--- src/hdl/arrowhead_corner_points_core_macros.svh ---
// ---------------------------------------------------------------------------
// Arrowhead corner points: assertion macros
// Concurrent check wrappers; they expand to nothing in synthesis builds.
// ---------------------------------------------------------------------------
`ifndef ARROWHEAD_CORNER_POINTS_CORE_MACROS_SVH
`define ARROWHEAD_CORNER_POINTS_CORE_MACROS_SVH
`ifndef SYNTHESIS
// check while out of reset
`define ACP_ASSERT(lbl, prop, msg) \
    lbl: assert property (@(posedge i_clk) disable iff (!i_rst_n) prop) else $error(msg);
// check at every edge, reset included
`define ACP_ASSERT_ALWAYS(lbl, prop, msg) \
    lbl: assert property (@(posedge i_clk) prop) else $error(msg);
`else
`define ACP_ASSERT(lbl, prop, msg)
`define ACP_ASSERT_ALWAYS(lbl, prop, msg)
`endif
`endif

--- src/hdl/ahcp_pkg.sv ---
// ---------------------------------------------------------------------------
// Arrowhead corner points: shared package
// Widths, limits and the per-beat sideband that rides along the cell chain.
// ---------------------------------------------------------------------------
`default_nettype none

package ahcp_pkg;

    localparam int FRAC_BITS_DEF = 16;
    localparam int COORD_W       = 16;
    localparam int HEAD_W        = 8;
    localparam int DIFF_W        = COORD_W + 1;
    localparam int SQ_W          = 2 * DIFF_W;
    localparam int OUT_MAX       = 32767;
    localparam int OUT_MIN       = -32768;
    localparam int IN_TDATA_W    = 72;
    localparam int OUT_TDATA_W   = 96;

    typedef struct packed {
        logic en;
        logic valid;
    } t_ctl;

    typedef struct packed {
        logic signed [COORD_W-1:0] end_x;
        logic signed [COORD_W-1:0] end_y;
        logic [HEAD_W-1:0]         head;
        logic                      degen;
        logic                      neg_x;
        logic                      neg_y;
        logic [COORD_W-1:0]        mag_x;
        logic [COORD_W-1:0]        mag_y;
    } t_side;

endpackage

`default_nettype wire

--- src/hdl/ahcp_front.sv ---
// ---------------------------------------------------------------------------
// Arrowhead corner points: front cells
// Difference, squares and squared length over three registered stages.
// ---------------------------------------------------------------------------
`default_nettype none

module ahcp_front (
    input  wire logic                               i_clk,
    input  wire logic                               i_rst_n,
    input  wire ahcp_pkg::t_ctl                     i_ctl,
    input  wire logic signed [ahcp_pkg::COORD_W-1:0] i_start_x,
    input  wire logic signed [ahcp_pkg::COORD_W-1:0] i_start_y,
    input  wire logic signed [ahcp_pkg::COORD_W-1:0] i_end_x,
    input  wire logic signed [ahcp_pkg::COORD_W-1:0] i_end_y,
    input  wire logic [ahcp_pkg::HEAD_W-1:0]        i_head,
    output logic                                    o_valid,
    output ahcp_pkg::t_side                         o_side,
    output logic [ahcp_pkg::SQ_W-1:0]               o_sq
);
    import ahcp_pkg::*;

    logic                     r_v1, r_v2, r_v3;
    t_side                    r_s1, r_s2, r_s3, n_s1;
    logic signed [DIFF_W-1:0] r_dx, r_dy, n_dx, n_dy;
    logic [SQ_W-2:0]          r_dx2, r_dy2;
    logic [SQ_W-1:0]          r_sq;
    logic signed [SQ_W-1:0]   sq_x, sq_y;

    always_comb begin
        n_dx = {i_end_x[COORD_W-1], i_end_x} - {i_start_x[COORD_W-1], i_start_x};
        n_dy = {i_end_y[COORD_W-1], i_end_y} - {i_start_y[COORD_W-1], i_start_y};
        n_s1.end_x = i_end_x;
        n_s1.end_y = i_end_y;
        n_s1.head  = i_head;
        n_s1.degen = (i_start_x == i_end_x) && (i_start_y == i_end_y);
        n_s1.neg_x = n_dx[DIFF_W-1];
        n_s1.neg_y = n_dy[DIFF_W-1];
        n_s1.mag_x = n_dx[DIFF_W-1] ? COORD_W'(-n_dx) : n_dx[COORD_W-1:0];
        n_s1.mag_y = n_dy[DIFF_W-1] ? COORD_W'(-n_dy) : n_dy[COORD_W-1:0];
    end

    assign sq_x = r_dx * r_dx;
    assign sq_y = r_dy * r_dy;

    always_ff @(posedge i_clk) begin
        if (!i_rst_n) begin
            r_v1 <= 1'b0;
            r_v2 <= 1'b0;
            r_v3 <= 1'b0;
        end else if (i_ctl.en) begin
            r_v1 <= i_ctl.valid;
            r_v2 <= r_v1;
            r_v3 <= r_v2;
        end
    end

    always_ff @(posedge i_clk) begin
        if (i_ctl.en) begin
            r_s1  <= n_s1;
            r_dx  <= n_dx;
            r_dy  <= n_dy;
            r_s2  <= r_s1;
            r_dx2 <= sq_x[SQ_W-2:0];
            r_dy2 <= sq_y[SQ_W-2:0];
            r_s3  <= r_s2;
            r_sq  <= {1'b0, r_dx2} + {1'b0, r_dy2};
        end
    end

    assign o_valid = r_v3;
    assign o_side  = r_s3;
    assign o_sq    = r_sq;

endmodule

`default_nettype wire

--- config.mk ---
export PLATFORM = sky130hd
export DESIGN_NAME = ahcp_front
export DESIGN_NICKNAME = d
export VERILOG_FILES = /design/src/hdl/arrowhead_corner_points_core_macros.svh /design/src/hdl/ahcp_pkg.sv /design/src/hdl/ahcp_front.sv
export SDC_FILE = /design/constraint.sdc
export NUM_CORES = 2
export LEC_CHECK = 0
export BUFFER_PORTS_ARGS = -buffer_cell sky130_fd_sc_hd__clkbuf_2
export CAP_MARGIN = 20
export CORE_MARGIN = 10
export CORE_UTILIZATION = 60
export CTS_CLUSTER_SIZE = 28
export DETAILED_ROUTE_END_ITERATION = 10
export MAX_ROUTING_LAYER = met4
export PLACE_DENSITY = 0.79
export SLEW_MARGIN = 20
export SYNTH_ARGS = -nofsm -noshare
export SYNTH_HDL_FRONTEND = slang
export SYNTH_SLANG_ARGS = --single-unit
--- constraint.sdc ---
create_clock -name i_clk -period 14.5 [get_ports i_clk]
set_input_delay 2.9 -clock i_clk [delete_from_list [all_inputs] [get_ports i_clk]]
set_output_delay 2.9 -clock i_clk [all_outputs]
set_load 0.02 [all_outputs]
==> impl_metrics.py <==
metrics = {
    "cts": {
        "cts_made_buffers": 39,
        "hold_buffers": 0,
        "postCtsSetupBuffers": 0,
        "cts_tree": "built",
        "path_clk_slew_ns": 0.06,
        "ctsRootBufferMaster": "clkbuf_16",
        "clock_latency_ns": 0.57,
        "cts_resized": 0,
        "cts_buffer_depth": 3,
        "cts.sinks": 354,
        "htreeDepth": 2,
    },
    "routing": {
        "first_pass_iters": 5,
        "via_per_inst": 5.42,
        "wire_per_inst_um": 18.3,
        "drt_iter0_markers": 1489,
        "antenna_left": 0,
        "vias": 21234,
        "drcViolationCount": 0,
        "wl_um": 71600,
    },
    "placed_design": {
        "port_buffers": 185,
        "dp_hpwl_um": 57400,
        "routabilityCongestion": 0.944,
    },
    "outcome": {
        "status": "complete, no violations",
    },
    "sta": {
        "fin_crit_ns": 7.23,
        "slew_headroom": 0.317,
        "rsz0062_at_grt": "no",
        "worst_pin_slew_ns": 1.02,
        "fin_setup_tns_ns": 0,
        "max_freq_mhz": 138,
        "hold_violations": 0,
        "clock_skew_ns": 0.0286,
        "drv_slew": 0,
        "setup_viol": 0,
        "layout_worst_path_cycle_share": 0.499,
    },
    "floorplanning": {
        "ios": 186,
        "core_area_um2": 55200,
        "die_x_um": 256,
        "die_h_um": 256,
        "dieArea_um2": 65700,
        "start_util": 0.607,
        "rows": 86,
    },
    "synthesis": {
        "avgSynthCellArea_um2": 11.3,
        "ys.flop_type": "edfxtp_1",
        "yosys_warnings": 0,
        "synth_area_um2": 33500,
        "synth_top_area_share": 0.314,
        "yosys.area.top_type": "edfxtp_1",
        "synth_cells": 2962,
        "ys_seq_area_frac": 0.316,
        "synth_edf_count": 351,
        "netlist-cell-type-count": 80,
        "synth.net_count": 3804,
        "synth-seq-cells": 354,
        "synthTopCellsByArea": "edfxtp_1 (31%), fa_1 (31%), ha_1 (9.0%)",
        "synthArstFlopShare": 0,
    },
    "critical_path": {
        "worst-r2r-cell-count": 20,
        "cp-start-kind": "flop",
        "critPathKind": "reg2reg",
        "worst_ep_required_time_ns": 14.79,
        "crit_path_end": "r_dy2[32]",
        "r2r-end": "r_dy2[32]",
        "cp_max_fo": 33,
        "worst_setup_path_end_kind": "flop",
        "r2r-start": "r_s1[32]",
        "rrSetupSlack_ns": 7.27,
        "crit_arrival_ns": 7.52,
        "critPathLaunch": "r_s1[32]",
    },
    "global_routing": {
        "grt_pass1_wl_um": 119000,
        "grtUsageTotal": 0.231,
        "grt_max_degree": 180,
        "grt_overflow_total": 0,
        "grt_pass1_vias": 23358,
        "antenna_found_initial": 0,
    },
    "layout": {
        "antennaDiodeCount": 0,
        "finish.utilization": 0.661,
        "final_common_cell": "inv_1",
        "area_growth_pct": 8.94,
        "final_cell_mix": "inv_1 (731), fa_1 (524), edfxtp_1 (351), ha_1 (242), nand2_1 (214)",
        "regArea_um2": 10600,
        "multi_input_area_um2": 20000,
        "drive_gt1_frac": 0.0905,
        "layout.nets": 3983,
        "final.fill_count": 4043,
    },
    "job": {
        "timing.max_cap.violations": 0,
    },
    "hold_path": {
        "min_path_type": "reg2reg",
    },
}
-- critical path: stages, from the launching register on --
cell      delay (ns)
edfxtp_1        1.02
and2_1          0.29
ha_1            0.37
fa_1            0.94
inv_1           0.28
fa_1            0.57
inv_1           0.07
fa_1            0.54
inv_1           0.05
fa_1            0.47
inv_1           0.04
ha_1            0.35
and3_1          0.19
a221oi_1        0.32
o31ai_1         0.20
a31oi_1         0.27
a21oi_1         0.18
o41ai_1         0.46
a21oi_1         0.14
nor2_1          0.13
xnor2_1         0.07
-- worst min-delay path by stage --
stage	start	to	slack [ns]	cells after the start
after floorplan	r_s2[10]	o_side[10]	0.40	0
after global placement	r_s2[39]	o_side[39]	0.40	0
after detailed placement	r_s2[13]	o_side[13]	0.40	0
after CTS	r_s1[62]	r_s2[62]	0.41	0
after global routing	r_s1[15]	r_s2[15]	0.42	0
final	r_s1[74]	r_s2[74]	0.41	0
-- registers in the layout, indices dropped and copies added, names as in the netlist, 16 cells and up --
register / count
r_dx2: 32
o_sq: 34
r_dx: 16
r_dy2: 32
r_s2: 73
o_side: 75
r_s1: 73
r_dy: 16
-- cell usage after synthesis (5+ instances only) --
library cell  count
inv_1           731
fa_1            524
edfxtp_1        351
ha_1            242
nand2_1         214
xnor2_1         124
nor2_1          123
and2_1          105
a21oi_1          84
o21ai_0          50
clkbuf_1         48
xor2_1           38
a21o_1           36
nor2b_1          33
nand3_1          24
o21a_1           22
a211oi_1         17
nand4_1          14
nand2b_1         11
o31ai_1          11
and3_1           10
nor3_1           10
o21bai_1         10
a31oi_1           8
or2_2             8
a31o_2            7
o211ai_1          7
o21ai_1           6
or4_1             6
nor4_1            5
or3_1             5
-- layer usage --
layer | share of wire | track usage | vias to the layer above | wire [µm]
met4 | 0.022 | 0.0555 | 0 | 1550
met2 | 0.50 | 0.388 | 654 | 36000
met5 | 0 | - | - | 0
li1 | - | - | 9714 | -
met3 | 0.063 | 0.0424 | 96 | 4520
met1 | 0.41 | 0.287 | 10770 | 29500
-- cell families after synthesis --
family,count (synthesis),share of synthesized area
buf+inv,782,0.0881
fa+ha+maj,766,0.403
simple gates,586,0.0850
flops,354,0.316
compound gates,306,0.0629
xor+xnor,163,0.0428
mux,5,0.00157
-- stage by stage --
stage,area (µm²),std cells,hold slack [ns],setup WS [ns]
2_1_floorplan,33500,2962,0.400,8.08
3_3_place_gp,35200,3848,0.400,7.67
3_5_place_dp,35200,3848,0.405,7.44
4_1_cts,36500,3919,0.408,7.37
5_1_grt,36500,3919,0.416,6.82
6_report,36500,3919,0.414,7.27
-- cell type report --
cell class              count  area share
multi-input cells        1826       0.547
flip-flops and latches    354       0.290
inverters                 731      0.0751
clock buffers              53      0.0284
repair buffers            189      0.0268
well taps                 748      0.0256
clock inverters            18     0.00689
Power is not shown: default switching activity piles up to over one toggle a cycle in this logic, so the estimate is an artifact.
