## config.mk

```make
export PLATFORM = sky130hd
export DESIGN_NAME = ahcp_div_cell
export DESIGN_NICKNAME = d
export VERILOG_FILES = /design/src/hdl/arrowhead_corner_points_core_macros.svh /design/src/hdl/ahcp_pkg.sv /design/src/hdl/ahcp_div_cell.sv
export SDC_FILE = /design/constraint.sdc
export NUM_CORES = 1
export LEC_CHECK = 0
export BUFFER_PORTS_ARGS = -buffer_cell sky130_fd_sc_hd__buf_2
export CORE_AREA = 2 2 165 167
export DETAILED_ROUTE_END_ITERATION = 6
export DIE_AREA = 0 0 167 169
export GPL_TIMING_DRIVEN = 0
export PLACE_DENSITY = 0.68
export SLEW_MARGIN = 10
export SYNTH_ARGS = -nofsm -noshare
export SYNTH_HDL_FRONTEND = slang
export SYNTH_SLANG_ARGS = --single-unit
```

## constraint.sdc

```tcl
create_clock -name i_clk -period 3.9 [get_ports i_clk]
set_clock_uncertainty 0.15 [all_clocks]
set_input_delay 0.585 -clock i_clk [delete_from_list [all_inputs] [get_ports i_clk]]
set_output_delay 0.585 -clock i_clk [all_outputs]
set_load 0.05 [all_outputs]
```

## src/hdl/arrowhead_corner_points_core_macros.svh

```systemverilog
// ---------------------------------------------------------------------------
// Arrowhead corner points: assertion macros
// Concurrent check wrappers; they expand to nothing in synthesis builds.
// ---------------------------------------------------------------------------
`ifndef ARROWHEAD_CORNER_POINTS_CORE_MACROS_SVH
`define ARROWHEAD_CORNER_POINTS_CORE_MACROS_SVH
`ifndef SYNTHESIS
// check while out of reset
`define ACP_ASSERT(lbl, prop, msg) \
    lbl: assert property (@(posedge i_clk) disable iff (!i_rst_n) prop) else $error(msg);
// check at every edge, reset included
`define ACP_ASSERT_ALWAYS(lbl, prop, msg) \
    lbl: assert property (@(posedge i_clk) prop) else $error(msg);
`else
`define ACP_ASSERT(lbl, prop, msg)
`define ACP_ASSERT_ALWAYS(lbl, prop, msg)
`endif
`endif

```

## src/hdl/ahcp_pkg.sv

```systemverilog
// ---------------------------------------------------------------------------
// Arrowhead corner points: shared package
// Widths, limits and the per-beat sideband that rides along the cell chain.
// ---------------------------------------------------------------------------
`default_nettype none

package ahcp_pkg;

    localparam int FRAC_BITS_DEF = 16;
    localparam int COORD_W       = 16;
    localparam int HEAD_W        = 8;
    localparam int DIFF_W        = COORD_W + 1;
    localparam int SQ_W          = 2 * DIFF_W;
    localparam int OUT_MAX       = 32767;
    localparam int OUT_MIN       = -32768;
    localparam int IN_TDATA_W    = 72;
    localparam int OUT_TDATA_W   = 96;

    typedef struct packed {
        logic en;
        logic valid;
    } t_ctl;

    typedef struct packed {
        logic signed [COORD_W-1:0] end_x;
        logic signed [COORD_W-1:0] end_y;
        logic [HEAD_W-1:0]         head;
        logic                      degen;
        logic                      neg_x;
        logic                      neg_y;
        logic [COORD_W-1:0]        mag_x;
        logic [COORD_W-1:0]        mag_y;
    } t_side;

endpackage

`default_nettype wire

```

## src/hdl/ahcp_div_cell.sv

```systemverilog
// ---------------------------------------------------------------------------
// Arrowhead corner points: divider cell
// One restoring quotient bit per cell for both unit components.
// ---------------------------------------------------------------------------
`default_nettype none

module ahcp_div_cell #(
    parameter int FRAC_BITS = ahcp_pkg::FRAC_BITS_DEF
) (
    input  wire logic                  i_clk,
    input  wire logic                  i_rst_n,
    input  wire ahcp_pkg::t_ctl        i_ctl,
    input  wire ahcp_pkg::t_side       i_side,
    input  wire logic [FRAC_BITS+16:0] i_len,
    input  wire logic [FRAC_BITS+17:0] i_rem_x,
    input  wire logic [FRAC_BITS+17:0] i_rem_y,
    input  wire logic [FRAC_BITS:0]    i_q_x,
    input  wire logic [FRAC_BITS:0]    i_q_y,
    output logic                       o_valid,
    output ahcp_pkg::t_side            o_side,
    output logic [FRAC_BITS+16:0]      o_len,
    output logic [FRAC_BITS+17:0]      o_rem_x,
    output logic [FRAC_BITS+17:0]      o_rem_y,
    output logic [FRAC_BITS:0]         o_q_x,
    output logic [FRAC_BITS:0]         o_q_y
);
    import ahcp_pkg::*;

    localparam int RT_W = FRAC_BITS + 17;
    localparam int DR_W = FRAC_BITS + 18;

    logic [DR_W-1:0]    sh_x, sh_y, len_w, n_rem_x, n_rem_y;
    logic               ge_x, ge_y;
    logic               r_valid;
    t_side              r_side;
    logic [RT_W-1:0]    r_len;
    logic [DR_W-1:0]    r_rem_x, r_rem_y;
    logic [FRAC_BITS:0] r_q_x, r_q_y;

    always_comb begin
        len_w   = {1'b0, i_len};
        sh_x    = {i_rem_x[DR_W-2:0], 1'b0};
        sh_y    = {i_rem_y[DR_W-2:0], 1'b0};
        ge_x    = sh_x >= len_w;
        ge_y    = sh_y >= len_w;
        n_rem_x = ge_x ? sh_x - len_w : sh_x;
        n_rem_y = ge_y ? sh_y - len_w : sh_y;
    end

    always_ff @(posedge i_clk) begin
        if (!i_rst_n) begin
            r_valid <= 1'b0;
        end else if (i_ctl.en) begin
            r_valid <= i_ctl.valid;
        end
    end

    always_ff @(posedge i_clk) begin
        if (i_ctl.en) begin
            r_side  <= i_side;
            r_len   <= i_len;
            r_rem_x <= n_rem_x;
            r_rem_y <= n_rem_y;
            r_q_x   <= {i_q_x[FRAC_BITS-1:0], ge_x};
            r_q_y   <= {i_q_y[FRAC_BITS-1:0], ge_y};
        end
    end

    assign o_valid = r_valid;
    assign o_side  = r_side;
    assign o_len   = r_len;
    assign o_rem_x = r_rem_x;
    assign o_rem_y = r_rem_y;
    assign o_q_x   = r_q_x;
    assign o_q_y   = r_q_y;

endmodule

`default_nettype wire

```

==> results of run 1 <==
area by class of cell:
class                      count  area, sq um  area share
tap                          341          427      0.0302
timing repair buffer         422         2170       0.153
buffer                        22          100     0.00708
antenna                        6         15.0     0.00106
inverter                      46          173      0.0122
clock inverter                20          262      0.0185
sequential                   211         6330       0.447
multi-input combinational    602         4040       0.286
clock buffer                  25          626      0.0443
cells in the mapped netlist (all sizes together) (2+ instances only):
cell type,count
mux2,11
and2,5
and4,2
a211oi,7
o21a,13
nor3,12
a21boi,6
nor2b,10
nand3,17
a21o,35
xor2,27
o211ai,4
a21oi,84
nand4,7
and3,8
o21ai,61
edfxtp,210
nor4,3
a211o,2
clkbuf,13
a31oi,8
mux2i,2
inv,46
ha,66
o21bai,7
buf,9
fa,2
nand2,81
a31o,2
o31ai,8
o31a,2
xnor2,28
nor2,60
nand2b,5
a2111oi,2
a311oi,4
where the power goes:
group	internal (W)	switching (W)
combinational	0.000557	0.00150
sequential	0.00278	0.0000617
clock	0.00152	0.000987
total	0.00486	0.00255
worst min-delay path by stage:
stage | start | to
3_3_place_gp | o_valid$_SDFFE_PN0P_ | o_valid$_SDFFE_PN0P_
4_1_cts | i_q_x[4] | o_q_x[5]$_DFFE_PP_
6_report | i_side[47] | o_side[47]$_DFFE_PP_
5_1_grt | i_side[26] | o_side[26]$_DFFE_PP_
2_1_floorplan | i_len[0] | o_len[0]$_DFFE_PP_
3_5_place_dp | o_valid$_SDFFE_PN0P_ | o_valid$_SDFFE_PN0P_
sequential cells by signal, summed over array words and instances (netlist names):
register and cells:
o_q_y 17, o_rem_y 34, o_len 33, o_valid 1, o_rem_x 34, o_q_x 17, o_side 75
per-stage QoR:
step                      cell area, sq um  TNS [ps]  total power, W  hold slack (ps)
after detailed placement             13200     -7780         0.00495              415
final                                14100         0         0.00741             83.1
after global placement               13200   -162590         0.00494              379
after CTS                            14100         0         0.00747             65.6
after floorplan                      10600         0         0.00434              534
after global routing                 14100         0         0.00768             59.1
routing by layer:
metal	routed length (um)	global-route usage	up-vias
met5	73	0	-
met4	737	0.0536	12
met3	2910	0.0669	62
met2	17800	0.422	332
met1	14000	0.287	4257
li1	-	-	4193
kinds of logic after synthesis:
kind of cell,Yosys count,synth area share
multiplexers,13,0.0135
buffers and inverters,68,0.0256
AO/OA/AOI/OAI,252,0.149
adder cells (fa/ha/maj),68,0.0814
AND/OR/NAND/NOR,214,0.0905
XOR/XNOR,55,0.0453
flip-flops,211,0.594
==> metrics.md, run 1 <==
| Metric | Value |
|---|---|
| Outcome | finished, final reports clean |
| Total overflow reported by the global router | 0 |
| CTS tree | done |
| Final RePlAce weighted congestion | ~0.88 |
| Final worst setup slack | roughly 200 ps |
| Post-CTS clock slew at the launch and capture registers of the worst setup and hold paths | approximately 60 ps |
| Max Fclk | between 200 and 300 MHz |
| Top library cells by usage in the layout, fill and taps aside | buf_2, edfxtp_1, a21oi_1 |
| Count of final setup violators | 0 |
| Post-synth top flop | edfxtp_1 |
| Max FO, Critical Path | 10 |
| Number of antenna violations at the first check in global routing | 11 |
| Final Slew Violations | 0 |
| Fraction of final layout cells sized beyond drive strength 1 | 0.366 |
| Detailed-route vias per instance | between 5 and 6 |
| H-tree lvl count | 1 |
| Area of the die | 28200 sq um |
| Slowest stage delay, CP | 530 ps |
| Most common cell after layout, fill and taps aside | buf_2 |
| Combined buffer and inverter count along the critical path | 4 |
| Top cell type's share of synthesized area | 0.593 |
| Number of global-route vias before repair | 8618 |
| Yosys warning count | 0 |
| CP required | 4010 ps |
| Fillers | 2303 |
| Nets@finish | 1612 |
| Post-Synthesis Cells | 881 |
| Last element of the critical path | o_rem_x[24]$_DFFE_PP_ |
| Launching instance or port of the critical path | i_len[2] |
| Maximum buffer depth of the clock tree | 3 |
| Post-CTS setup repair buffer count | 0 |
| Average wire length per cell after detail routing | between 20 and 25 um |
| Worst path cell trace | buf_2 -> inv_1 -> ha_1 -> nor2b_1 -> o31ai_1 -> a21oi_1 -> a221oi_2 -> o21a_1 -> o21a_1 -> o211ai_1 -> buf_2 -> buf_2 -> nor2_1 -> a21oi_1 |
| Number of hold violations in the final report | 0 |
| I/O pin total | 425 |
| Cell with the largest stage delay on the worst path | a221oi_2 |
| Drt initial violations | 631 |
| Final period util | 0.949 |
| Synth Cell Area | 10600 sq um |
| Number of buffers inserted by hold repair at cts | 0 |
| Slew Limit Headroom | 0.620 |
| Detailed-route via count | 8856 |
| Syn_nets | 1163 |
| Hold path depth | 1 |
| Final antenna-violating net count | 0 |
| Destination of the worst register-to-register timing path | o_valid$_SDFFE_PN0P_ |
| Worst reg-to-reg path cell count | 2 |
| Peak supply drop | 0.000448 V |
| Number of buffers created by CTS | 25 |
| Initial core utilization | 0.402 |
| Height of the die | around 170 um |
| Clk Latency, worst-skew pair | around 520 ps |
| Max-cap violation count | 0 |
| Library cell occupying the most area in the post-synthesis netlist | edfxtp_1 |
| Number of port buffers | 420 |
| First-pass iteration count of the detailed router | 5 |
| Number of gates resized after cts | 0 |
| Type of destination of the critical path | flip-flop |
| Top cells by area in the synthesized netlist | edfxtp_1, ha_1, a21oi_1 |
| Post-synth ARST share | 0 |
| Worst reg2reg startpoint | o_valid$_SDFFE_PN0P_ |
| Reg-to-reg setup timing slack | about 3100 ps |
| Clock tree root driver cell | clkbuf_16 |
| Number of synthesized register bits | 211 |
| Worst min-delay path class | in -> reg |
| Layout area overhead | 32.9% |
| Post-route insts no fill | 1695 |
| Clk sinks | 211 |
| Detail Placement HPWL | 28400 um |
| Kind of start point of the critical path | primary input |
| Kind of cell adding the most delay to the critical path | compound AO/OA/AOI/OAI gates |
| Core area | 26500 sq um |
| Overall routing resource usage | 0.238 |
| Die Width | about 170 um |
| Avg Inst Size Synth | around 12 sq um |
| Power density of the placed cells | approximately 520 nW/um^2 |
| Final routed DRC violation total | 0 |
| Number of flops mapped to enable cells by yosys | 210 |
| Final critical delay including setup and external delays | between 3000 and 4000 ps |
| Most frequent cell on the critical path | buf_2 |
| Final core area utilization | 0.533 |
| CP Data Arrival Time | 3810 ps |
| LEAKAGE | approximately 6.3 nW |
| Transition time of the tightest slew-check pin | between 500 and 600 ps |
| Portion of the post-synthesis area used by sequential elements | 0.594 |
| Number of placement rows | 60 |
| Setup repair after global routing missed its margin | no |
| Maximum number of pins on one net before global-route repair | 80 |
| Levels on crit path | 14 |
| Detailed-route wire length | 35500 um |
| Post-Place Setup Slack | -307 ps |
| Wire length of the first global-routing pass | a little over 50000 um |
| Cells after DPL | approximately 1.6k |
| Unique cell type count in the Yosys netlist | 55 |
| WS Path Type | in -> reg |
No activity file was read; power rests on OpenSTA's default activity.
==> inputs of run 2 (changes only) <==
--- a/config.mk
+++ b/config.mk
@@ -6,11 +6,12 @@
 export NUM_CORES = 1
 export LEC_CHECK = 0
 export BUFFER_PORTS_ARGS = -buffer_cell sky130_fd_sc_hd__buf_2
-export CORE_AREA = 2 2 165 167
+export CORE_AREA = 2 2 164 166
+export CTS_CLUSTER_DIAMETER = 200
 export DETAILED_ROUTE_END_ITERATION = 6
-export DIE_AREA = 0 0 167 169
+export DIE_AREA = 0 0 166 168
 export GPL_TIMING_DRIVEN = 0
-export PLACE_DENSITY = 0.68
+export PLACE_DENSITY = 0.72
 export SLEW_MARGIN = 10
 export SYNTH_ARGS = -nofsm -noshare
 export SYNTH_HDL_FRONTEND = slang
==> constraint.sdc (replaced) <==
create_clock -name i_clk -period 3.35 [get_ports i_clk]
set_clock_uncertainty 0.15 [all_clocks]
set_input_delay 0.5025 -clock i_clk [delete_from_list [all_inputs] [get_ports i_clk]]
set_output_delay 0.5025 -clock i_clk [all_outputs]
set_load 0.05 [all_outputs]
==> run 2 against run 1 <==
Net effect: final cell count up 4.5%; clock power up 10%; critical path type unchanged; clock-buffer cell count up 1; combinational power up 22%; wire length up 4.0%; global-route usage up 1.5 points; die area down 1.2%.
==> metrics.md, run 2 (synthesis results as in run 1) <==
| Metric | Value |
|---|---|
| Outcome | finished, final reports clean |
| Slew Limit Headroom | 0.470 |
| Fraction of final layout cells sized beyond drive strength 1 | 0.353 |
| Transition time of the tightest slew-check pin | 795 ps |
| Top library cells by usage in the layout, fill and taps aside | buf_2, edfxtp_1, a21oi_1 |
| Nets@finish | 1691 |
| Power Internal | 0.00564 W |
| Average wire length per cell after detail routing | 20.8 um |
| Worst min-delay path class | in -> reg |
| Clk Latency, worst-skew pair | 510 ps |
| Count of final setup violators | 0 |
| Maximum number of pins on one net before global-route repair | 111 |
| Layout area overhead | 40.3% |
| Final critical delay including setup and external delays | 3250 ps |
| I/O pin total | 425 |
| Height of the die | 168 um |
| First-pass iteration count of the detailed router | 7 |
| Area of the die | about 28000 sq um |
| Type of destination of the critical path | flip-flop |
| Final period util | 0.969 |
| Kind of start point of the critical path | primary input |
| Peak supply drop | approximately 0.00056 V |
| Max FO, Critical Path | 5 |
| Final Slew Violations | 0 |
| Detailed-route wire length | approximately 37000 um |
| Max Fclk | between 300 and 400 MHz |
| Maximum buffer depth of the clock tree | 3 |
| Overall routing resource usage | 0.252 |
| Switching pwr | 0.00295 W |
| Number of global-route vias before repair | about 9.3k |
| Detail Placement HPWL | 27900 um |
| Number of buffers created by CTS | 25 |
| Combined buffer and inverter count along the critical path | 2 |
| Number of antenna violations at the first check in global routing | 7 |
| Cell with the largest stage delay on the worst path | ha_1 |
| Final routed DRC violation total | 0 |
| Drt initial violations | roughly 540 |
| Flip-flop count of the largest register after layout | 75 |
| Net Sw Frac | 0.344 |
| Portion of total power attributed to combinational logic | 0.292 |
| Clock tree root driver cell | clkbuf_16 |
| Detailed-route via count | around 9.3k |
| LEAKAGE | 6.60 nW |
| Post-CTS clock slew at the launch and capture registers of the worst setup and hold paths | 60 ps |
| Max-cap violation count | 0 |
| Number of placement rows | 60 |
| Min Hold Slack | 19.7 ps |
| Die Width | 166 um |
| Final antenna-violating net count | 0 |
| Number of hold violations in the final report | 0 |
| CP Data Arrival Time | 3410 ps |
| Most common cell after layout, fill and taps aside | buf_2 |
| H-tree lvl count | 1 |
| Relative contribution of the clock network to total power | 0.322 |
| Initial core utilization | 0.404 |
| Kind of cell adding the most delay to the critical path | compound AO/OA/AOI/OAI gates |
| Detailed-route vias per instance | 5.26 |
| Reg power frac | 0.386 |
| WS Path Type | in -> reg |
| Wire length of the first global-routing pass | 54500 um |
| Total power of the final layout | between 0.008 and 0.009 W |
| Total overflow reported by the global router | 0 |
| Number of port buffers | 420 |
| Worst path cell trace | buf_2 -> inv_1 -> ha_1 -> nand3_1 -> o21bai_1 -> a211oi_2 -> o21bai_1 -> o31a_1 -> o31a_1 -> nor4_1 -> nor3_1 -> mux2i_1 |
| Core area | 26400 sq um |
| CTS tree | done |
| Power density of the placed cells | 575 nW/um^2 |
| Slowest stage delay, CP | 370 ps |
| Clk sinks | 211 |
| Final RePlAce weighted congestion | 0.903 |
| CP required | approximately 3500 ps |
==> run 2: cell types whose count changed in the layout (fill, tap and decap cells not counted), sizes merged <==
cell	before	now
inv	48	46
dlygate4sd3	0	76
clkinvlp	4	3
clkbuf	38	42
clkinv	9	12
bufinv	5	4
diode	6	3
==> run 2: final timing paths <==
check / start / endpoint / slack (ps) / cells past startpoint
worst min-delay path: i_side[22] / o_side[22]$_DFFE_PP_ / 20 / 1
worst max-delay path: i_len[3] / o_rem_x[33]$_DFFE_PP_ / 100 / 12
worst min register to register: o_valid$_SDFFE_PN0P_ / o_valid$_SDFFE_PN0P_ / 420 / 2
worst max register to register: o_valid$_SDFFE_PN0P_ / o_valid$_SDFFE_PN0P_ / 2540 / 2
==> run 2: area by class of cell <==
| cell class | count | area (sq um) |
|---|---|---|
| Timing Repair Buffer | 501 | 2930 |
| Clock buffer | 26 | 629 |
| Multi-Input combinational cell | 602 | 4110 |
| Inverter | 46 | 173 |
| Antenna cell | 3 | 7.51 |
| Clock inverter | 19 | 211 |
| Tap cell | 341 | 427 |
| Fill cell | 2209 | 11400 |
| Buffer | 22 | 120 |
| Sequential cell | 211 | 6330 |
==> run 2: worst reg2reg max path, delay by kind of cell, from the launching register on <==
kind,cells,cell delay [ps]
mux,1,90
simple gates,1,140
flops,1,370
==> run 2: metrics by stage <==
step | area, sq um | std cells | util | TNS, ps | worst slack [ps]
after global placement | 13200 | 1642 | 0.500 | -292020 | -1240
final | 14900 | 1771 | 0.567 | 0 | 105
after global routing | 14900 | 1770 | 0.566 | -278 | -38.0
after CTS | 14800 | 1764 | 0.563 | 0 | 19.9
after floorplan | 10600 | 881 | - | 0 | 186
after detailed placement | 13200 | 1643 | 0.501 | -41090 | -772
==> run 2: metal layers <==
metal	vias up	routed length (um)	GRT usage
li1	4352	-	-
met2	370	18200	0.442
met1	4504	14500	0.298
met5	-	50	0
met4	8	1630	0.104
met3	90	2530	0.0625
==> run 2: power groups by stage <==
stage                     Combinational, W  Clock [W]  Sequential, W
after floorplan                   0.000720          0        0.00433
after global placement             0.00237          0        0.00338
after detailed placement           0.00239          0        0.00337
after CTS                          0.00248    0.00283        0.00332
after global routing               0.00265    0.00292        0.00334
final                              0.00251    0.00276        0.00332
==> run 2: what timing repair did <==
action / in CTS / in global routing
hold buffers: 76 / 0
endpoints found under the hold margin: 76 / 0
pin swaps: 0 / 2
resized for setup: 9 / 13
cloned: 0 / 0
setup endpoints to repair: 46 / 68
buffers inserted: 0 / 4
