**config.mk**
```make
export PLATFORM = sky130hd
export DESIGN_NAME = ahcp_sqrt_cell
export DESIGN_NICKNAME = d
export VERILOG_FILES = /design/src/hdl/arrowhead_corner_points_core_macros.svh /design/src/hdl/ahcp_pkg.sv /design/src/hdl/ahcp_sqrt_cell.sv
export SDC_FILE = /design/constraint.sdc
export NUM_CORES = 1
export LEC_CHECK = 0
export BUFFER_PORTS_ARGS = -buffer_cell sky130_fd_sc_hd__buf_2
export CAP_MARGIN = 20
export CELL_PAD_IN_SITES_DETAIL_PLACEMENT = 2
export CELL_PAD_IN_SITES_GLOBAL_PLACEMENT = 2
export CORE_ASPECT_RATIO = 1.5
export CORE_MARGIN = 2
export CORE_UTILIZATION = 30
export CTS_CLUSTER_DIAMETER = 120
export DETAILED_ROUTE_END_ITERATION = 7
export GPL_TIMING_DRIVEN = 0
export HOLD_SLACK_MARGIN = 0.15
export PLACE_DENSITY = 0.81
export REMOVE_ABC_BUFFERS = 1
export SYNTH_ARGS = -nofsm -noshare
export SYNTH_HDL_FRONTEND = slang
export SYNTH_SLANG_ARGS = --single-unit
export TNS_END_PERCENT = 5
```
**constraint.sdc**
```tcl
create_clock -name i_clk -period 2.9 [get_ports i_clk]
set_input_delay 0.145 -clock i_clk [delete_from_list [all_inputs] [get_ports i_clk]]
set_output_delay 0.145 -clock i_clk [all_outputs]
set_load 0.01 [all_outputs]
```
**src/hdl/arrowhead_corner_points_core_macros.svh**
```systemverilog
// ---------------------------------------------------------------------------
// Arrowhead corner points: assertion macros
// Concurrent check wrappers; they expand to nothing in synthesis builds.
// ---------------------------------------------------------------------------
`ifndef ARROWHEAD_CORNER_POINTS_CORE_MACROS_SVH
`define ARROWHEAD_CORNER_POINTS_CORE_MACROS_SVH
`ifndef SYNTHESIS
// check while out of reset
`define ACP_ASSERT(lbl, prop, msg) \
    lbl: assert property (@(posedge i_clk) disable iff (!i_rst_n) prop) else $error(msg);
// check at every edge, reset included
`define ACP_ASSERT_ALWAYS(lbl, prop, msg) \
    lbl: assert property (@(posedge i_clk) prop) else $error(msg);
`else
`define ACP_ASSERT(lbl, prop, msg)
`define ACP_ASSERT_ALWAYS(lbl, prop, msg)
`endif
`endif

```
**src/hdl/ahcp_pkg.sv**
```systemverilog
// ---------------------------------------------------------------------------
// Arrowhead corner points: shared package
// Widths, limits and the per-beat sideband that rides along the cell chain.
// ---------------------------------------------------------------------------
`default_nettype none

package ahcp_pkg;

    localparam int FRAC_BITS_DEF = 16;
    localparam int COORD_W       = 16;
    localparam int HEAD_W        = 8;
    localparam int DIFF_W        = COORD_W + 1;
    localparam int SQ_W          = 2 * DIFF_W;
    localparam int OUT_MAX       = 32767;
    localparam int OUT_MIN       = -32768;
    localparam int IN_TDATA_W    = 72;
    localparam int OUT_TDATA_W   = 96;

    typedef struct packed {
        logic en;
        logic valid;
    } t_ctl;

    typedef struct packed {
        logic signed [COORD_W-1:0] end_x;
        logic signed [COORD_W-1:0] end_y;
        logic [HEAD_W-1:0]         head;
        logic                      degen;
        logic                      neg_x;
        logic                      neg_y;
        logic [COORD_W-1:0]        mag_x;
        logic [COORD_W-1:0]        mag_y;
    } t_side;

endpackage

`default_nettype wire

```
**src/hdl/ahcp_sqrt_cell.sv**
```systemverilog
// ---------------------------------------------------------------------------
// Arrowhead corner points: square root cell
// One restoring root digit per cell; IDX selects the radicand pair.
// ---------------------------------------------------------------------------
`default_nettype none

module ahcp_sqrt_cell #(
    parameter int FRAC_BITS = ahcp_pkg::FRAC_BITS_DEF,
    parameter int IDX       = 0
) (
    input  wire logic                     i_clk,
    input  wire logic                     i_rst_n,
    input  wire ahcp_pkg::t_ctl           i_ctl,
    input  wire ahcp_pkg::t_side          i_side,
    input  wire logic [ahcp_pkg::SQ_W-1:0] i_sq,
    input  wire logic [FRAC_BITS+18:0]    i_rem,
    input  wire logic [FRAC_BITS+16:0]    i_root,
    output logic                          o_valid,
    output ahcp_pkg::t_side               o_side,
    output logic [ahcp_pkg::SQ_W-1:0]     o_sq,
    output logic [FRAC_BITS+18:0]         o_rem,
    output logic [FRAC_BITS+16:0]         o_root
);
    import ahcp_pkg::*;

    localparam int RT_W = FRAC_BITS + 17;
    localparam int RM_W = FRAC_BITS + 19;

    logic [1:0]      pair;
    logic [RM_W-1:0] rem_sh, trial, n_rem;
    logic [RT_W-1:0] n_root;
    logic            fits;
    logic            r_valid;
    t_side           r_side;
    logic [SQ_W-1:0] r_sq;
    logic [RM_W-1:0] r_rem;
    logic [RT_W-1:0] r_root;

    generate
        if (IDX >= FRAC_BITS) begin : g_pair
            localparam int P = 2 * (IDX - FRAC_BITS);
            assign pair = i_sq[P+1:P];
        end else begin : g_zero
            assign pair = 2'b00;
        end
    endgenerate

    always_comb begin
        rem_sh = {i_rem[RM_W-3:0], pair};
        trial  = {i_root, 2'b01};
        fits   = rem_sh >= trial;
        n_rem  = fits ? rem_sh - trial : rem_sh;
        n_root = {i_root[RT_W-2:0], fits};
    end

    always_ff @(posedge i_clk) begin
        if (!i_rst_n) begin
            r_valid <= 1'b0;
        end else if (i_ctl.en) begin
            r_valid <= i_ctl.valid;
        end
    end

    always_ff @(posedge i_clk) begin
        if (i_ctl.en) begin
            r_side <= i_side;
            r_sq   <= i_sq;
            r_rem  <= n_rem;
            r_root <= n_root;
        end
    end

    assign o_valid = r_valid;
    assign o_side  = r_side;
    assign o_sq    = r_sq;
    assign o_rem   = r_rem;
    assign o_root  = r_root;

endmodule

`default_nettype wire

```
==> results of run 1 <==
-- timing repair --
item                                   CTS  global route
hold buffers                           175             1
resized for setup                        2            11
setup endpoints to repair               31            31
pin swaps                                0             0
endpoints found under the hold margin  174             1
-- worst paths after layout --
path                            cells after the start  startpoint         end
worst max-delay path                               12   i_root[0]   o_rem[28]
worst min-delay path                                1    i_ctl[1]  o_side[18]
worst max register to register                      3     o_valid     o_valid
worst min register to register                      3     o_valid     o_valid
-- layer usage --
layer / vias to the layer above / global-route usage / wire length, µm
li1: 3082 / - / -
met1: 3543 / 0.275 / 13200
met2: 337 / 0.519 / 21000
met3: 117 / 0.0794 / 2400
met4: 4 / 0.171 / 2220
met5: - / 0 / 27
-- cells in the mapped netlist, drive strengths merged, types with 2 or more instances --
cell type    n  area, µm²
edfxtp     176       5290
inv         45        169
a21oi       37        189
ha          33        413
mux2        33        372
nand2       25       96.4
nor2        22       82.6
o21ai       18       90.1
a21o        15        113
xnor2       14        123
xor2        13        114
buf          9       72.6
clkbuf       9       33.8
nand3        8       40.0
nand4        8       50.1
a31oi        6       43.8
nor3         6       30.0
a211oi       5       42.5
nor2b        5       31.3
o21bai       5       37.5
o211ai       4       30.0
o21a         4       30.0
and2         3       18.8
nand2b       3       18.8
a41oi        2       17.5
mux2i        2       20.0
o2111ai      2       17.5
o221ai       2       17.5
o31ai        2       15.0
-- worst max-delay path, cell delays in order --
cell	delay (ns)
buf_2	0.10
inv_1	0.06
ha_1	0.21
fa_1	0.46
a21oi_1	0.32
o21a_1	0.24
o21ai_0	0.18
a21oi_2	0.29
o211a_2	0.33
nor3_1	0.07
or3b_1	0.35
mux2_2	0.27
-- kinds of logic (layout without fill, tap and decap cells) --
group	count (synthesis)	after routing
multiplexers	35	35
buffers and inverters	63	609
AO/OA/AOI/OAI	111	111
adder cells (fa/ha/maj)	34	34
flip-flops	177	177
AND/OR/NAND/NOR	85	85
XOR/XNOR	27	27
other	0	7
-- cell type report --
type,instances,area (µm²)
antenna,7,17.5
clock buffer,17,425
clock inverter,14,208
fill,2519,13300
inverter,45,181
multi-input combinational,292,2230
sequential,177,5310
tap,333,417
timing repair buffer,533,3580
-- power by group through the flow --
stage | sequential [W] | combinational, W | clock, W
detailed placement | 0.00322 | 0.00121 | 0
CTS | 0.00317 | 0.00143 | 0.00262
global route | 0.00321 | 0.00161 | 0.00276
finish | 0.00320 | 0.00151 | 0.00263
global placement | 0.00320 | 0.00115 | 0
floorplan | 0.00333 | 0.000463 | 0
-- per-stage QoR --
step / TNS, ns / hold WS, ns
after detailed placement: -21.91 / 0.323
after floorplan: 0 / 0.244
after global routing: -0.0285 / 0.177
final: 0 / 0.144
after CTS: 0 / 0.157
after global placement: -117.68 / 0.321
-- registers in the layout, summed over array words and instances (netlist names) --
register and cells:
o_sq 34, o_side 75, o_rem 34, o_root 33, o_valid 1
==> impl_metrics.tcl, run 1 <==
set metrics [dict create \
    cts_setup_buffers 0 \
    crit_type "primary input to register" \
    outcome "completed" \
    clock-sinks 177 \
    cts-htree-levels 4 \
    wl_per_cell_um 27.3 \
    irDropWorstVdd_uv 461 \
    clock_skew_ns 0 \
    final_cell_area_mm2 0.0124 \
    hp-class "primary input to register" \
    placed_cell_area_mm2 0.00992 \
    fp-row-count 72 \
    fin_ws_ns 0.0614 \
    final_cell_mix "buf_2 (355), dlygate4sd3_1 (176), edfxtp_1 (176), inv_1 (44), a21oi_1 (34)" \
    place_ws_ns -0.752 \
    synth_fa_ha_area_frac 0.0556 \
    rsz0062_at_grt "yes" \
    grt_pass1_wl_um 55400 \
    async_reset_ff_frac 0 \
    clkPwrFrac 0.359 \
    stdcell_count 1418 \
    routed_via_density 5.00 \
    grt_pass1_vias 8084 \
    r2r_slack_ns 1.58 \
    yosys_warnings 0 \
    synth_xor_area_frac 0.0304 \
    gp_congestion 0.774 \
    final_hold_viol_count 0 \
    clock_path_buffers 2 \
    synth_top_family_by_area "compound AO/OA/AOI/OAI gates" \
    endpoint_kind "register" \
    post-place-cells 1204 \
    die_w_um 136 \
    muxShareOfSynthArea 0.0503 \
    fin_util 0.482 \
    synth-compound-area-share 0.0942 \
    grt.total_usage 0.283 \
    p_per_area_mw_per_mm2 594 \
    detail-route-antenna-nets 0 \
    p_int_w 0.00520 \
    ys_seq_area_frac 0.681 \
    firstDrtPassIters 4 \
    path_max_fanout 4 \
    cts.clk_slew.worst_paths_ns 0.08 \
    cp.required_ns 3.10 \
    maxCapViolations 0 \
    drt_wl_total_um 38800 \
    insertion_delay_ns 0.45 \
    setup_violations 0 \
    ys.flop_type "edfxtp_1" \
    fin_crit_sh 0.979 \
    design.core.area_mm2 0.0257 \
    syn_avg_cell_area_um2 14.6 \
    startpoint_type "primary input" \
    grt_overflow 0 \
    antenna_found_initial 8 \
    drtIter0Drc 361 \
    start_util 0.303 \
    die-area_mm2 0.0273 \
    crit_arrival_ns 3.04 \
    synthCells 532 \
    p_switching_w 0.00214 \
    grt_max_degree 114 \
    max_freq_ghz 0.352 \
    num-nets-final 1281 \
    switching_share 0.292 \
    die_h_um 201 \
    numCtsBuffers 17 \
    num_vias 7083 \
    drive_above_1_share 0.380 \
    p_total_w 0.00734 \
    slew-limit-headroom 0.587 \
    dp_hpwl_um 22500 \
    min_period_ns 2.84 \
    worst_pin_slew_ns 0.615 \
    drc_errors 0 \
    port_buffers 356 \
    mostFrequentLayoutCell "buf_2" \
    io_pins 359 \
    cts_root_buffer "clkbuf_16" \
    ys_ff_latch 177 \
    synth_edf_count 176 \
    syn_area_mm2 0.00779 \
    syn_to_final_growth_pct 58.8 \
    cellLeakagePower_nw 5.34 \
    synth-simple-area-share 0.0529 \
    pwr-share-comb 0.206 \
    power_frac_seq 0.436 \
    drv_slew 0 \
    synth_cell_types 55 \
    tritoncts "done" \
]
Power figures use the tool's default switching activity.
==> inputs of run 2 (changes only) <==
BUFFER_PORTS_ARGS = -buffer_cell sky130_fd_sc_hd__clkbuf_2   (was -buffer_cell sky130_fd_sc_hd__buf_2)
==> run 2 against run 1 <==
Core utilization down 0.21 points. Wire length down 0.16%. Clock power down 11%. Via count down 0.40%. Clock-buffer cell count up 1. Largest cell class unchanged. Setup slack worse by 0.0058 ns. Largest power group unchanged. Sequential power about the same. Highest routed layer is now met4.
==> impl_metrics.tcl, run 2 (synthesis results as in run 1) <==
set metrics [dict create \
    drtIter0Drc 376 \
    startpoint_type "primary input" \
    firstDrtPassIters 4 \
    drc_errors 0 \
    drt_wl_total_um 38700 \
    final_hold_viol_count 0 \
    start_util 0.303 \
    grt.total_usage 0.284 \
    met2_usage 0.551 \
    worst_pin_slew_ns 0.613 \
    busiest_layer "met2" \
    cts.clk_slew.worst_paths_ns 0.07 \
    die_w_um 136 \
    hp-class "primary input to register" \
    tritoncts "done" \
    num_vias 7055 \
    slowest_delay_ns 0.47 \
    place_ws_ns -0.725 \
    wl_per_cell_um 27.3 \
    min_period_ns 2.84 \
    fin_crit_sh 0.981 \
    port_buffers 356 \
    critPathTopFamily "compound AO/OA/AOI/OAI gates" \
    grt_pass1_wl_um 55900 \
    path_buf_inv 2 \
    outcome "completed" \
    io_pins 359 \
    cts-htree-levels 4 \
    mostFrequentLayoutCell "clkbuf_2" \
    placed_cell_area_mm2 0.00991 \
    fin_setup_tns_ns 0 \
    fp-row-count 72 \
    crit_start "i_root[0]" \
    clock-sinks 177 \
    antenna_found_initial 4 \
    stdcell_count 1416 \
    clock_path_buffers 2 \
    fin_util 0.479 \
    p_per_area_mw_per_mm2 574 \
    clock_skew_ns 0 \
    slowest_stage "fa_1" \
    post-place-cells 1204 \
    cts_root_buffer "clkbuf_16" \
    design.core.area_mm2 0.0257 \
    drv_slew 0 \
    crit_type "primary input to register" \
    maxCapViolations 0 \
    r2r-start "o_valid" \
    setup_violations 0 \
    irDropWorstVdd_uv 447 \
    worstPathCellList "clkbuf_2 > inv_1 > ha_1 > fa_1 > a21oi_1 > o21a_1 > o21ai_0 > a21oi_2 > o211a_2 > nor3_1 > or3b_1 > mux2_2" \
    cellLeakagePower_nw 5.38 \
    num-nets-final 1282 \
    gp_congestion 0.771 \
    die-area_mm2 0.0273 \
    insertion_delay_ns 0.45 \
    crit_arrival_ns 3.04 \
    die_h_um 201 \
    numCtsBuffers 17 \
    drive_above_1_share 0.383 \
    slew-limit-headroom 0.591 \
    fin_ws_ns 0.0557 \
    largest_reg_flops 75 \
    path_max_fanout 4 \
    syn_to_final_growth_pct 58.1 \
    final_cell_mix "clkbuf_2 (355), dlygate4sd3_1 (176), edfxtp_1 (176), inv_1 (44), a21oi_1 (33)" \
    met3_usage 0.0635 \
    grt_pass1_vias 8124 \
    final_cell_area_mm2 0.0123 \
    max_freq_ghz 0.352 \
    grt_use_met1 0.276 \
    dp_hpwl_um 22500 \
    cp.required_ns 3.10 \
    grt_max_degree 116 \
    endpoint_kind "register" \
    grt_overflow 0 \
    hp-start "i_rem[0]" \
    routed_via_density 4.98 \
    detail-route-antenna-nets 0 \
]
==> run 2: power breakdown <==
group	switching, W	internal, W	leakage (nW)
clock	0.00114	0.00120	0.258
sequential	0.000122	0.00309	1.73
combinational	0.000860	0.000650	3.39
==> run 2: worst register-to-register path, delay by kind of cell, from the launching register on <==
family        cells  cell delay (ns)
mux               1             0.17
flops             1             0.33
buf+inv           1             0.57
simple gates      1             0.08
==> run 2: layout make-up <==
cell class / instances / area, µm²
Fill cell: 2522 / 13400
Sequential cell: 177 / 5310
Timing Repair Buffer: 534 / 3590
Multi-Input combinational cell: 292 / 2250
Clock buffer: 18 / 429
Tap cell: 333 / 417
Inverter: 45 / 181
Clock inverter: 13 / 133
Antenna cell: 4 / 10.0
==> run 2: worst paths after layout <==
kind | cells past startpoint | end | slack [ns]
max | 12 | o_rem[28] | 0.06
min | 3 | o_rem[2] | 0.19
max reg2reg | 3 | o_valid | 1.64
min reg2reg | 3 | o_valid | 1.19
==> run 2: layer usage <==
layer | wire length (µm) | share of wire
met1 | 12700 | 0.33
met2 | 21900 | 0.57
met3 | 2320 | 0.060
met4 | 1780 | 0.046
met5 | 0 | 0
==> run 2: metrics by stage <==
step	hold slack, ns	power (W)
after global placement	0.321	0.00436
final	0.195	0.00706
after detailed placement	0.324	0.00444
after floorplan	0.244	0.00379
after CTS	0.169	0.00691
after global routing	0.220	0.00731
==> run 2: timing repair <==
action / in CTS / in global routing
endpoints found under the setup margin: 31 / 31
endpoints found under the hold margin: 175 / 0
pin swaps: 0 / 1
hold buffers: 176 / 0
gates resized for setup: 2 / 15
buffers inserted: 0 / 1
==> inputs of run 3 (changes only) <==
--- a/config.mk
+++ b/config.mk
@@ -7,2 +7,3 @@
 export LEC_CHECK = 0
+export ABC_AREA = 1
 export BUFFER_PORTS_ARGS = -buffer_cell sky130_fd_sc_hd__clkbuf_2
@@ -13,3 +14,3 @@
 export CORE_MARGIN = 2
-export CORE_UTILIZATION = 30
+export CORE_UTILIZATION = 28
 export CTS_CLUSTER_DIAMETER = 120
@@ -18,3 +19,3 @@
 export HOLD_SLACK_MARGIN = 0.15
-export PLACE_DENSITY = 0.81
+export PLACE_DENSITY = 0.8
 export REMOVE_ABC_BUFFERS = 1
==> constraint.sdc (replaced) <==
create_clock -name i_clk -period 2.9 [get_ports i_clk]
set_input_delay 0 -clock i_clk [delete_from_list [all_inputs] [get_ports i_clk]]
set_output_delay 0 -clock i_clk [all_outputs]
set_load 0.01 [all_outputs]
==> run 3 against run 2 <==
The flow now finishes with violations (setup timing). Maximum frequency is 2.5% lower. Synthesized area is 10% higher. Core utilization is 4.1 points lower. Total power is 6.1% higher. Sequential share of layout area is 2.9 points lower. Clock power is 9.0% higher. Die area is 17% higher. Clock-buffer cell count is 1 lower. Wire length is 32% higher. Hold slack better by 0.0015 ns. Critical path type unchanged.
==> impl_metrics.tcl, run 3 <==
set metrics [dict create \
    final_hold_viol_count 0 \
    grt_pass1_vias 9684 \
    gp_congestion 0.886 \
    die_w_um 147 \
    routed_via_density 4.87 \
    slowest_delay_ns 0.54 \
    muxShareOfSynthArea 0 \
    r2r-start "o_valid" \
    clock-sinks 177 \
    mostFrequentLayoutCell "clkbuf_2" \
    critPathTopFamily "simple AND/OR/NAND/NOR gates" \
    synth_cell_types 34 \
    fin_ws_ns -0.0175 \
    wl_per_cell_um 28.3 \
    fin_util 0.438 \
    dp_hpwl_um 28700 \
    clock_skew_ns 0 \
    detail-route-antenna-nets 0 \
    hp-class "primary input to register" \
    r2r_slack_ns 1.53 \
    p_per_area_mw_per_mm2 567 \
    antenna_found_initial 3 \
    io_pins 359 \
    drv_slew 0 \
    path_max_fanout 35 \
    port_buffers 356 \
    die_h_um 218 \
    slew-limit-headroom 0.427 \
    maxCapViolations 0 \
    ys.flop_type "edfxtp_1" \
    cellLeakagePower_nw 6.46 \
    timing.rr.end "o_valid" \
    slowest_stage "dlygate4sd3_1" \
    syn_area_mm2 0.00857 \
    num-nets-final 1602 \
    synth_common_cells "nand2_1 (281), edfxtp_1 (176), inv_1 (146), nand3_1 (58), nor2_1 (39)" \
    numCtsBuffers 17 \
    synth_top_family_by_area "simple AND/OR/NAND/NOR gates" \
    synth_xor_area_frac 0.0143 \
    startpoint_type "primary input" \
    fin_setup_tns_ns -0.0175 \
    endpoint_kind "register" \
    grt_pass1_wl_um 67300 \
    outcome "complete, but fails checks" \
    fillCellCount 3240 \
    violations "setup timing" \
    clock_path_buffers 2 \
    final_cell_mix "clkbuf_2 (355), nand2_1 (281), dlygate4sd3_1 (176), edfxtp_1 (176), inv_1 (146)" \
    worstPathCellList "dlygate4sd3_1 > clkbuf_2 > inv_1 > ha_1 > nand2_1 > nand2_1 > nand2_1 > nand2_1 > inv_2 > nand3_2 > nand2_2 > nand2_2 > nand2_8 > nand2_8 > nand3_1 > nand2_1" \
    design.core.area_mm2 0.0302 \
    irDropWorstVdd_uv 454 \
    crit_type "primary input to register" \
    syn_to_final_growth_pct 54.1 \
    grt.total_usage 0.294 \
    setup_violations 1 \
    synth_most_common_cell "nand2_1" \
    synth_fa_ha_area_frac 0.0505 \
    start_util 0.284 \
    stdcell_count 1803 \
    drive_above_1_share 0.304 \
    async_reset_ff_frac 0 \
    min_period_ns 2.92 \
    grt_overflow 0 \
    placed_cell_area_mm2 0.0108 \
    drtIter0Drc 660 \
    hp-start "i_root[32]" \
    cpMostUsedCell "nand2_1" \
    synth-simple-area-share 0.227 \
    synth_edf_count 176 \
    largest_reg_flops 75 \
    ys_seq_area_frac 0.619 \
    holdPathEnd "o_rem[34]" \
    ys_ff_latch 177 \
    worst_pin_slew_ns 0.860 \
    crit_arrival_ns 3.13 \
    yosys.area.top_type "edfxtp_1" \
    cp.required_ns 3.11 \
    synthCells 842 \
    synth-compound-area-share 0.0150 \
    firstDrtPassIters 5 \
    num_vias 8784 \
    cts-htree-levels 4 \
    insertion_delay_ns 0.49 \
    tritoncts "done" \
    synth_top_area_frac 0.617 \
    cts.clk_slew.worst_paths_ns 0.08 \
    holdPathStages 6 \
    reg2regPathDepth 3 \
    grt_max_degree 91 \
    fp-row-count 78 \
    syn_avg_cell_area_um2 10.2 \
    yosys_warnings 0 \
    drt_wl_total_um 51100 \
    path_buf_inv 4 \
    drc_errors 0 \
    final_cell_area_mm2 0.0132 \
    fin_crit_sh 1.01 \
    die-area_mm2 0.0321 \
    cts_root_buffer "clkbuf_16" \
    max_freq_ghz 0.343 \
    post-place-cells 1589 \
    synth_area_leaders "edfxtp_1 (62%), nand2_1 (12%), inv_1 (6.4%)" \
]
run 3: cell count changes after synthesis, moves of 12 or more:
cell | before | now
a21oi_1 | 36 | 20
nand2_1 | 24 | 281
mux2_1 | 24 | 0
nand3_1 | 8 | 58
nand3_2 | 0 | 15
inv_1 | 44 | 146
xnor2_1 | 14 | 2
o21ai_0 | 15 | 1
nor2_1 | 22 | 39
a21o_1 | 15 | 1
run 3: how the worst max path moves through the flow:
stage                endpoint        from  slack (ns)  cells past startpoint
finish               o_rem[4]   i_root[6]       -0.02                     16
global route         o_rem[4]    i_rem[6]       -0.07                     15
detailed placement  o_rem[28]  i_root[24]        0.14                     13
floorplan           o_rem[19]  i_root[28]        1.11                     10
global placement      o_valid    i_ctl[1]       -0.97                      3
CTS                  o_rem[4]  i_root[19]        0.01                     14
run 3: layer usage:
layer | global-route usage | share of wire | vias up
li1 | - | - | 3826
met1 | 0.296 | 0.35 | 4393
met2 | 0.531 | 0.52 | 427
met3 | 0.0948 | 0.081 | 138
met4 | 0.171 | 0.052 | 0
met5 | 0 | 0 | -
run 3: kinds of logic (layout without fill, tap and decap cells):
family,Yosys count,in the layout
AOI/OAI and AO/OA,24,24
and+or+nand+nor,434,436
other,0,3
DFF,177,177
adders and majority gates,34,34
buffers and inverters,159,715
xor gates and xnor gates,14,14
run 3: what timing repair did:
| action | 4_1_cts | 5_1_grt |
|---|---|---|
| resized for setup | 0 | 1 |
| hold buffers | 176 | 0 |
| setup endpoints to repair | 0 | 33 |
| endpoints found under the hold margin | 175 | 0 |
| setup buffers | 0 | 1 |
run 3: layout make-up:
type,count,area [µm²],area share
Sequential cell,177,5310,0.402
Clock buffer,17,425,0.0322
Antenna cell,3,7.51,0.000568
Inverter,149,559,0.0423
Clock inverter,15,166,0.0126
Multi-Input combinational cell,508,2660,0.201
Timing Repair Buffer,534,3590,0.272
Tap cell,400,500,0.0379
run 3: where the power goes:
part	internal (W)	switching [W]	total, W
clock	0.00116	0.00138	0.00255
combinational	0.000622	0.00110	0.00173
sequential	0.00309	0.000127	0.00322
run 3: worst register-to-register path: cells and delay by family (launching register included):
family,cells,cell delay (ns)
flip-flops,1,0.34
buffers and inverters,1,0.58
AO/OA/AOI/OAI,2,0.35
run 3: metrics by stage:
step	hold slack [ns]	total power (W)	setup WS, ns
floorplan	0.0935	0.00386	1.11
global placement	0.177	0.00452	-0.972
detailed placement	0.179	0.00458	0.144
CTS	0.205	0.00715	0.0124
global route	0.236	0.00768	-0.0714
finish	0.196	0.00749	-0.0175
